`config.mk`:
```
export PLATFORM = sky130hd
export DESIGN_NAME = vga_fifo
export DESIGN_NICKNAME = d
export VERILOG_FILES = /design/src/hdl/vga_pkg.sv /design/src/hdl/vga_fifo.sv
export SDC_FILE = /design/constraint.sdc
export NUM_CORES = 1
export LEC_CHECK = 0
export BUFFER_PORTS_ARGS = -buffer_cell sky130_fd_sc_hd__buf_2
export CORE_ASPECT_RATIO = 0.7
export CORE_MARGIN = 2
export CORE_UTILIZATION = 50
export CTS_CLUSTER_DIAMETER = 50
export DETAILED_ROUTE_END_ITERATION = 7
export HOLD_SLACK_MARGIN = 0.12
export PLACE_DENSITY = 0.79
export RECOVER_POWER = 100
export SETUP_SLACK_MARGIN = 0.2
export SLEW_MARGIN = 15
export SYNTH_ARGS = -nofsm -noshare
export SYNTH_HDL_FRONTEND = slang
export SYNTH_SLANG_ARGS = --single-unit
```
`constraint.sdc`:
```
create_clock -name clk -period 5 [get_ports clk]
set_clock_uncertainty 0.15 [all_clocks]
set_input_delay 0.25 -clock clk [delete_from_list [all_inputs] [get_ports clk]]
set_output_delay 0.25 -clock clk [all_outputs]
set_load 0.005 [all_outputs]
```
`src/hdl/vga_pkg.sv`:
```
// package for the visibility gridding accumulator
// shared widths, item and queue types; no dependencies
`default_nettype none
package vga_pkg;
	localparam int GRID_SIDE = 256;
	localparam int ACC_BITS = 48;
	localparam int CELL_BITS = 2 * $clog2(GRID_SIDE);
	localparam int CELLS = GRID_SIDE * GRID_SIDE;
	localparam int DW = 20;
	localparam int SQW = 38;
	localparam int MAGW = 19;
	localparam int Q_BITS = 15;
	localparam int MEM_W = 3 * ACC_BITS;

	localparam logic REQ_ACC = 1'b0;
	localparam logic REQ_READ = 1'b1;

	typedef struct packed {
		logic req_type;
		logic signed [15:0] vis_a_re;
		logic signed [15:0] vis_a_im;
		logic signed [15:0] vis_b_re;
		logic signed [15:0] vis_b_im;
		logic signed [15:0] gain_a_re;
		logic signed [15:0] gain_a_im;
		logic signed [15:0] gain_b_re;
		logic signed [15:0] gain_b_im;
		logic take_conjugate;
		logic [7:0] grid_u;
		logic [7:0] grid_v;
	} vga_req_t;

	typedef struct packed {
		logic signed [15:0] cell_re;
		logic signed [15:0] cell_im;
		logic cell_empty;
	} vga_res_t;

	typedef struct packed {
		logic req_type;
		logic in_grid;
		logic [CELL_BITS-1:0] idx;
		logic signed [DW-1:0] re;
		logic signed [DW-1:0] im;
		logic [MAGW-1:0] mag;
	} vga_work_t;
endpackage
`default_nettype wire

```
`src/hdl/vga_fifo.sv`:
```
// two-entry queue between front and back ends
// depends on vga_pkg
`default_nettype none
module vga_fifo (
	input wire logic clk,
	input wire logic arst_n,
	input wire logic push_valid,
	output logic push_ready,
	input wire vga_pkg::vga_work_t push_data,
	output logic pop_valid,
	input wire logic pop_ready,
	output vga_pkg::vga_work_t pop_data
);
	vga_pkg::vga_work_t ent_q [2];
	logic wr_q, rd_q;
	logic [1:0] cnt_q;
	logic do_push, do_pop;

	assign push_ready = (cnt_q != 2'd2);
	assign pop_valid = (cnt_q != 2'd0);
	assign pop_data = ent_q[rd_q];
	assign do_push = push_valid && push_ready;
	assign do_pop = pop_valid && pop_ready;

	always_ff @(posedge clk or negedge arst_n) begin
		if (!arst_n) begin
			wr_q <= 1'b0;
			rd_q <= 1'b0;
			cnt_q <= 2'd0;
		end else begin
			if (do_push) begin
				wr_q <= ~wr_q;
			end
			if (do_pop) begin
				rd_q <= ~rd_q;
			end
			cnt_q <= cnt_q + 2'(do_push) - 2'(do_pop);
		end
	end

	always_ff @(posedge clk) begin
		if (do_push) begin
			ent_q[wr_q] <= push_data;
		end
	end
endmodule
`default_nettype wire

```
==> After elaboration in Yosys (flattened, before gate mapping) <==
Memory sizes are Yosys's and may differ from the RTL's.
Index checks and enable logic that the tools add are counted.
Widths: inputs -> output; s select.
{ "op_classes": {"n_mux": 2, "bitwise": 2, "eq_ne": 1, "n_addsub": 2, "reduce_logical": 3} }
{ "ops": {"columns": ["operator", "n"], "rows": [
  ["$add 2x1->2", 1],
  ["$logic_and 1x1->1", 2],
  ["$mux 1", 2],
  ["$ne 2x2->1 const B", 1],
  ["$not 1->1", 2],
  ["$reduce_bool 2->1", 1],
  ["$sub 2x1->2", 1]
]} }
{ "word_totals": {"input_bits": 81, "ff_bits": 4, "memories": 1, "ram_bits": 154} }
{ "memory_table": {"columns": ["name", "words", "word_bits", "read_ports", "rd_ports_with_merged_regs", "wr", "line_no", "rtl"], "rows": [
  ["ent_q", 2, 77, 1, 0, 1, "vga_fifo.sv:14", "vga_pkg::vga_work_t ent_q [2];"]
]} }

==> Logic depth before layout (Yosys ltp) <==
{ "logic_depth": {"word_depth": 4, "ltp_mapped": 7} }

==> Least setup slack after synthesis <==
No wires, ideal clock.
{ "synth_path": {"path_kind": "reg2reg", "startpoint": "register cnt_q[1]", "endpoint": "memory ent_q[0][0] in the netlist's numbering (enable)", "path_buffers": 0, "period_less_slack_ns": 4.489, "setup_time_ns": 0.513, "path_stages_with_launch": 4, "arrival_time_ns": 3.827, "path_slack_ns": 0.511, "cell_sequence": "dfrtp_1 -> nand2b_1 -> nand2_1 -> nor2_1"} }
{ "synth_via": {"elab_chain_len": 4} }
{ "synth_lines": {"columns": ["element", "line_no", "rtl"], "rows": [
  ["start: declaration", "vga_fifo.sv:16", "logic [1:0] cnt_q;"],
  ["start signal: assignment", "vga_fifo.sv:37", "cnt_q <= cnt_q + 2'(do_push) - 2'(do_pop);"],
  ["$ne 2x2->1", "vga_fifo.sv:19", "assign push_ready = (cnt_q != 2'd2);"],
  ["via push_ready", "vga_fifo.sv:8", "output logic push_ready,"],
  ["$logic_and 1x1->1", "vga_fifo.sv:22", "assign do_push = push_valid && push_ready;"],
  ["$mux 1", "vga_fifo.sv:42", "if (do_push) begin"],
  ["$mux 1 (implied by the code)", "vga_fifo.sv:43", "ent_q[wr_q] <= push_data;"],
  ["end: declaration", "vga_fifo.sv:14", null]
]} }
The timed path passes the listed nets, and every way through them passes these cells.

==> Worst setup path after layout <==
{ "layout_path": {"startpoint": "register cnt_q[1]", "endpoint": "memory ent_q[0][37] in the netlist's numbering (enable)"} }
{ "layout_via": {"elab_chain_len": 4} }
{ "layout_lines": {"columns": ["element", "line_no"], "rows": [
  ["$ne 2x2->1", "vga_fifo.sv:19"],
  ["$logic_and 1x1->1", "vga_fifo.sv:22"],
  ["$mux 1", "vga_fifo.sv:42"],
  ["$mux 1 (implied by the code)", "vga_fifo.sv:43"]
]} }
No other way between the ends.

==> summary.md <==
| Metric | Value |
|---|---|
| Top-count cell post-synth | edfxtp_1 |
| Hold slack | 0.3628 ns |
| RR Endpoint | ent_q[0][37] |
| Post-Layout Cell Count | 674 |
| Antenna viol nets, final | 0 |
| H-tree levels | 4 |
| Die W | 133.1 um |
| Share of the synthesized area in the top cell type | between 70% and 80% |
| Max_cap viols | 2 |
| Failing checks | max-capacitance violations, max-slew violations |
| Die area | 12560 um^2 |
| Asr flop ratio synth | 2.532% |
| Starting density of the core | 52.22% |
| Vias per cell | 4.791 |
| LEAKAGE | between 2 and 3 nW |
| CTS tree | done |
| Fillers | 776 |
| N_diodes | 0 |
| Post-synth EDFFs | 154 |
| Pwr/cell area | 536.4 nW/um^2 |
| HPWL Detailed | 6332 um |
| Fin worst setup slack | 2.200 ns |
| Synth area leader | edfxtp_1 |
| Post-synthesis cell count | 257 |
| Layout area overhead | 36.74% |
| Largest net degree at the start of global routing | 79 |
| Worst r2r path cells | 4 |
| Max FO, Critical Path | 77 |
| Global Route Usage Sum | 19.73% |
| Mapped Nets | 340 |
| Grt total ovfl | 0 |
| Number of global-route vias before repair | 3580 |
| # nets final | roughly 590 |
| Final core utilization | between 70% and 80% |
| Via count | about 3200 |
| TritonRoute pass-1 iters | 5 |
| CP Capture Point | ent_q[0][37] |
| CP Launch Type | flop |
| Max_slew headroom | -33.78% |
| Synth Area per Inst | 22.70 um^2 |
| Post-Place Cells | between 500 and 600 |
| Die Y-Extent | 94.37 um |
| WL per Instance | 17.52 um |
| Reg clk slew, reported paths | 0.06 ns |
| Fraction of layout cells with a size suffix above 1 | 29.56% |
| Yosys warnings | 0 |
| Initial DRC Count | 209 |
| Crit path arrival time | 2.64 ns |
| Total wire length | about 12000 um |
| RSZ-0062 raised after global routing | false |
| Min Tclk post-route | 2.800 ns |
| Drt drc | 0 |
| Clk_lat worst skew | ~0.40 ns |
| CTS buffer count | 17 |
| Root Driver | clkbuf_16 |
| CP Capture Type | flop |
| Number of library cell types mapped by synthesis | 16 |
| Sink Count | approximately 160 |
| Seq/Total Area, Yosys | 81.00% |
| Worst Max-Slew Pin Slew | 2.007 ns |
| Ys flop type | edfxtp_1 |
| Synthesized area | 5833 um^2 |
| Number of port buffers | 159 |
| Pre-CTS setup slack | between 2 and 3 ns |
| Maximum clock rate | 357.2 MHz |
| Final hold violations | 0 |
| Crit path kind | flop to flop |
| Core box area | between 10000 and 15000 um^2 |
| Final Max Slew Viols | 156 |
| First-pass GRT wire length | 18440 um |
| Synth area leaders | edfxtp_1 (79%), mux2_2 (11%), mux2_4 (5.1%) |
| Status | finished with violations |
| Clock Path Buffers | 2 |
| Placer Congestion | 0.7372 |
| Synthesized flop and latch total | 158 |
| Ports | 160 |
| Setup TNS | 0 ns |
| R2R Path Start | cnt_q[1] |
| Synth cell count leaders | edfxtp_1 (154), mux2_2 (57), mux2_4 (20), buf_2 (5) |
| Final period utilization | 56.00% |
| Crit path from | cnt_q[1] |
| Cell Rows | 32 |
| Endpoints failing setup | 0 |
| Register-to-register setup slack | 2.20 ns |
| Hold Crit Class | flop to flop |
| Initial antenna violation count | 0 |
| Maximum VDD drop | 0.3393 mV |
| Worst Path Required | 4.84 ns |
==> worst min path at each step <==
stage	slack [ns]	depth (start not counted)	to	startpoint
after floorplan	-0.20	0	cnt_q[0]	arst_n
after global placement	-0.09	1	wr_q	arst_n
after detailed placement	-0.09	1	rd_q	arst_n
after CTS	0.37	1	cnt_q[0]	cnt_q[0]
after global routing	0.39	1	cnt_q[0]	cnt_q[0]
final	0.36	1	cnt_q[0]	cnt_q[0]
==> power by group <==
part	switching (mW)	internal, mW	total, mW
Sequential	0.195	1.83	2.03
Combinational	0.465	0.514	0.980
Clock	0.504	0.768	1.27
==> registers in the layout (all words and copies together), names as in the netlist <==
signal,cells
wr_q,1
rd_q,1
ent_q,154
cnt_q,2
==> cell families after synthesis <==
kind of cell,synth area share (%)
simple gates,0.5579
flops,81.00
buf+inv,1.265
fa+ha+maj,0.4289
mux,16.15
xor+xnor,0.6007
==> area by class of cell <==
type	instances	area, um^2	area share [%]
Clock inverter	11	131.4	1.647
Inverter	1	3.754	0.04706
Multi-Input combinational cell	89	968.4	12.14
Timing Repair Buffer	241	1493	18.71
Sequential cell	158	4728	59.28
Clock buffer	21	460.4	5.773
Tap cell	153	191.4	2.400
==> metal layers <==
metal  GRT usage [%]  vias to the layer above  share of wire (%)
met1           23.46                     1580                 42
li1                -                     1517                  -
met3           5.851                       11                6.3
met4           6.472                        0               0.90
met5               0                        -                  0
met2           35.15                      121                 51
==> stage by stage <==
step                      power [mW]  area [um^2]
after floorplan                2.671         5833
after global placement         3.054         6774
after detailed placement       3.089         6774
after CTS                      4.410         8177
after global routing           4.488         7976
final                          4.279         7976
==> cells in the final DEF (no fill, tap or decap), types with 2 or more instances in the layout <==
cell type	count
buf_2	62
bufinv_16	2
clkbuf_1	97
clkbuf_16	17
clkbuf_2	3
clkbuf_8	2
clkinv_4	2
clkinvlp_4	3
dfrtp_1	3
dlygate4sd3_1	81
edfxtp_1	154
ha_1	2
inv_6	3
mux2_1	22
mux2_2	55
xnor2_1	3
==> timing repair <==
action | in CTS | in global routing
gates resized for setup | 0 | 0
buffers inserted | 0 | 0
endpoints found under the hold margin | 160 | 0
hold buffers | 81 | 0
==> critical path, stage by stage (launching register included) <==
cell	delay, ns
dfrtp_1	0.40
nand2b_1	0.11
nand2_1	0.15
nor2_4	0.10
clkbuf_2	1.44
Power figures use the tool's default switching activity.
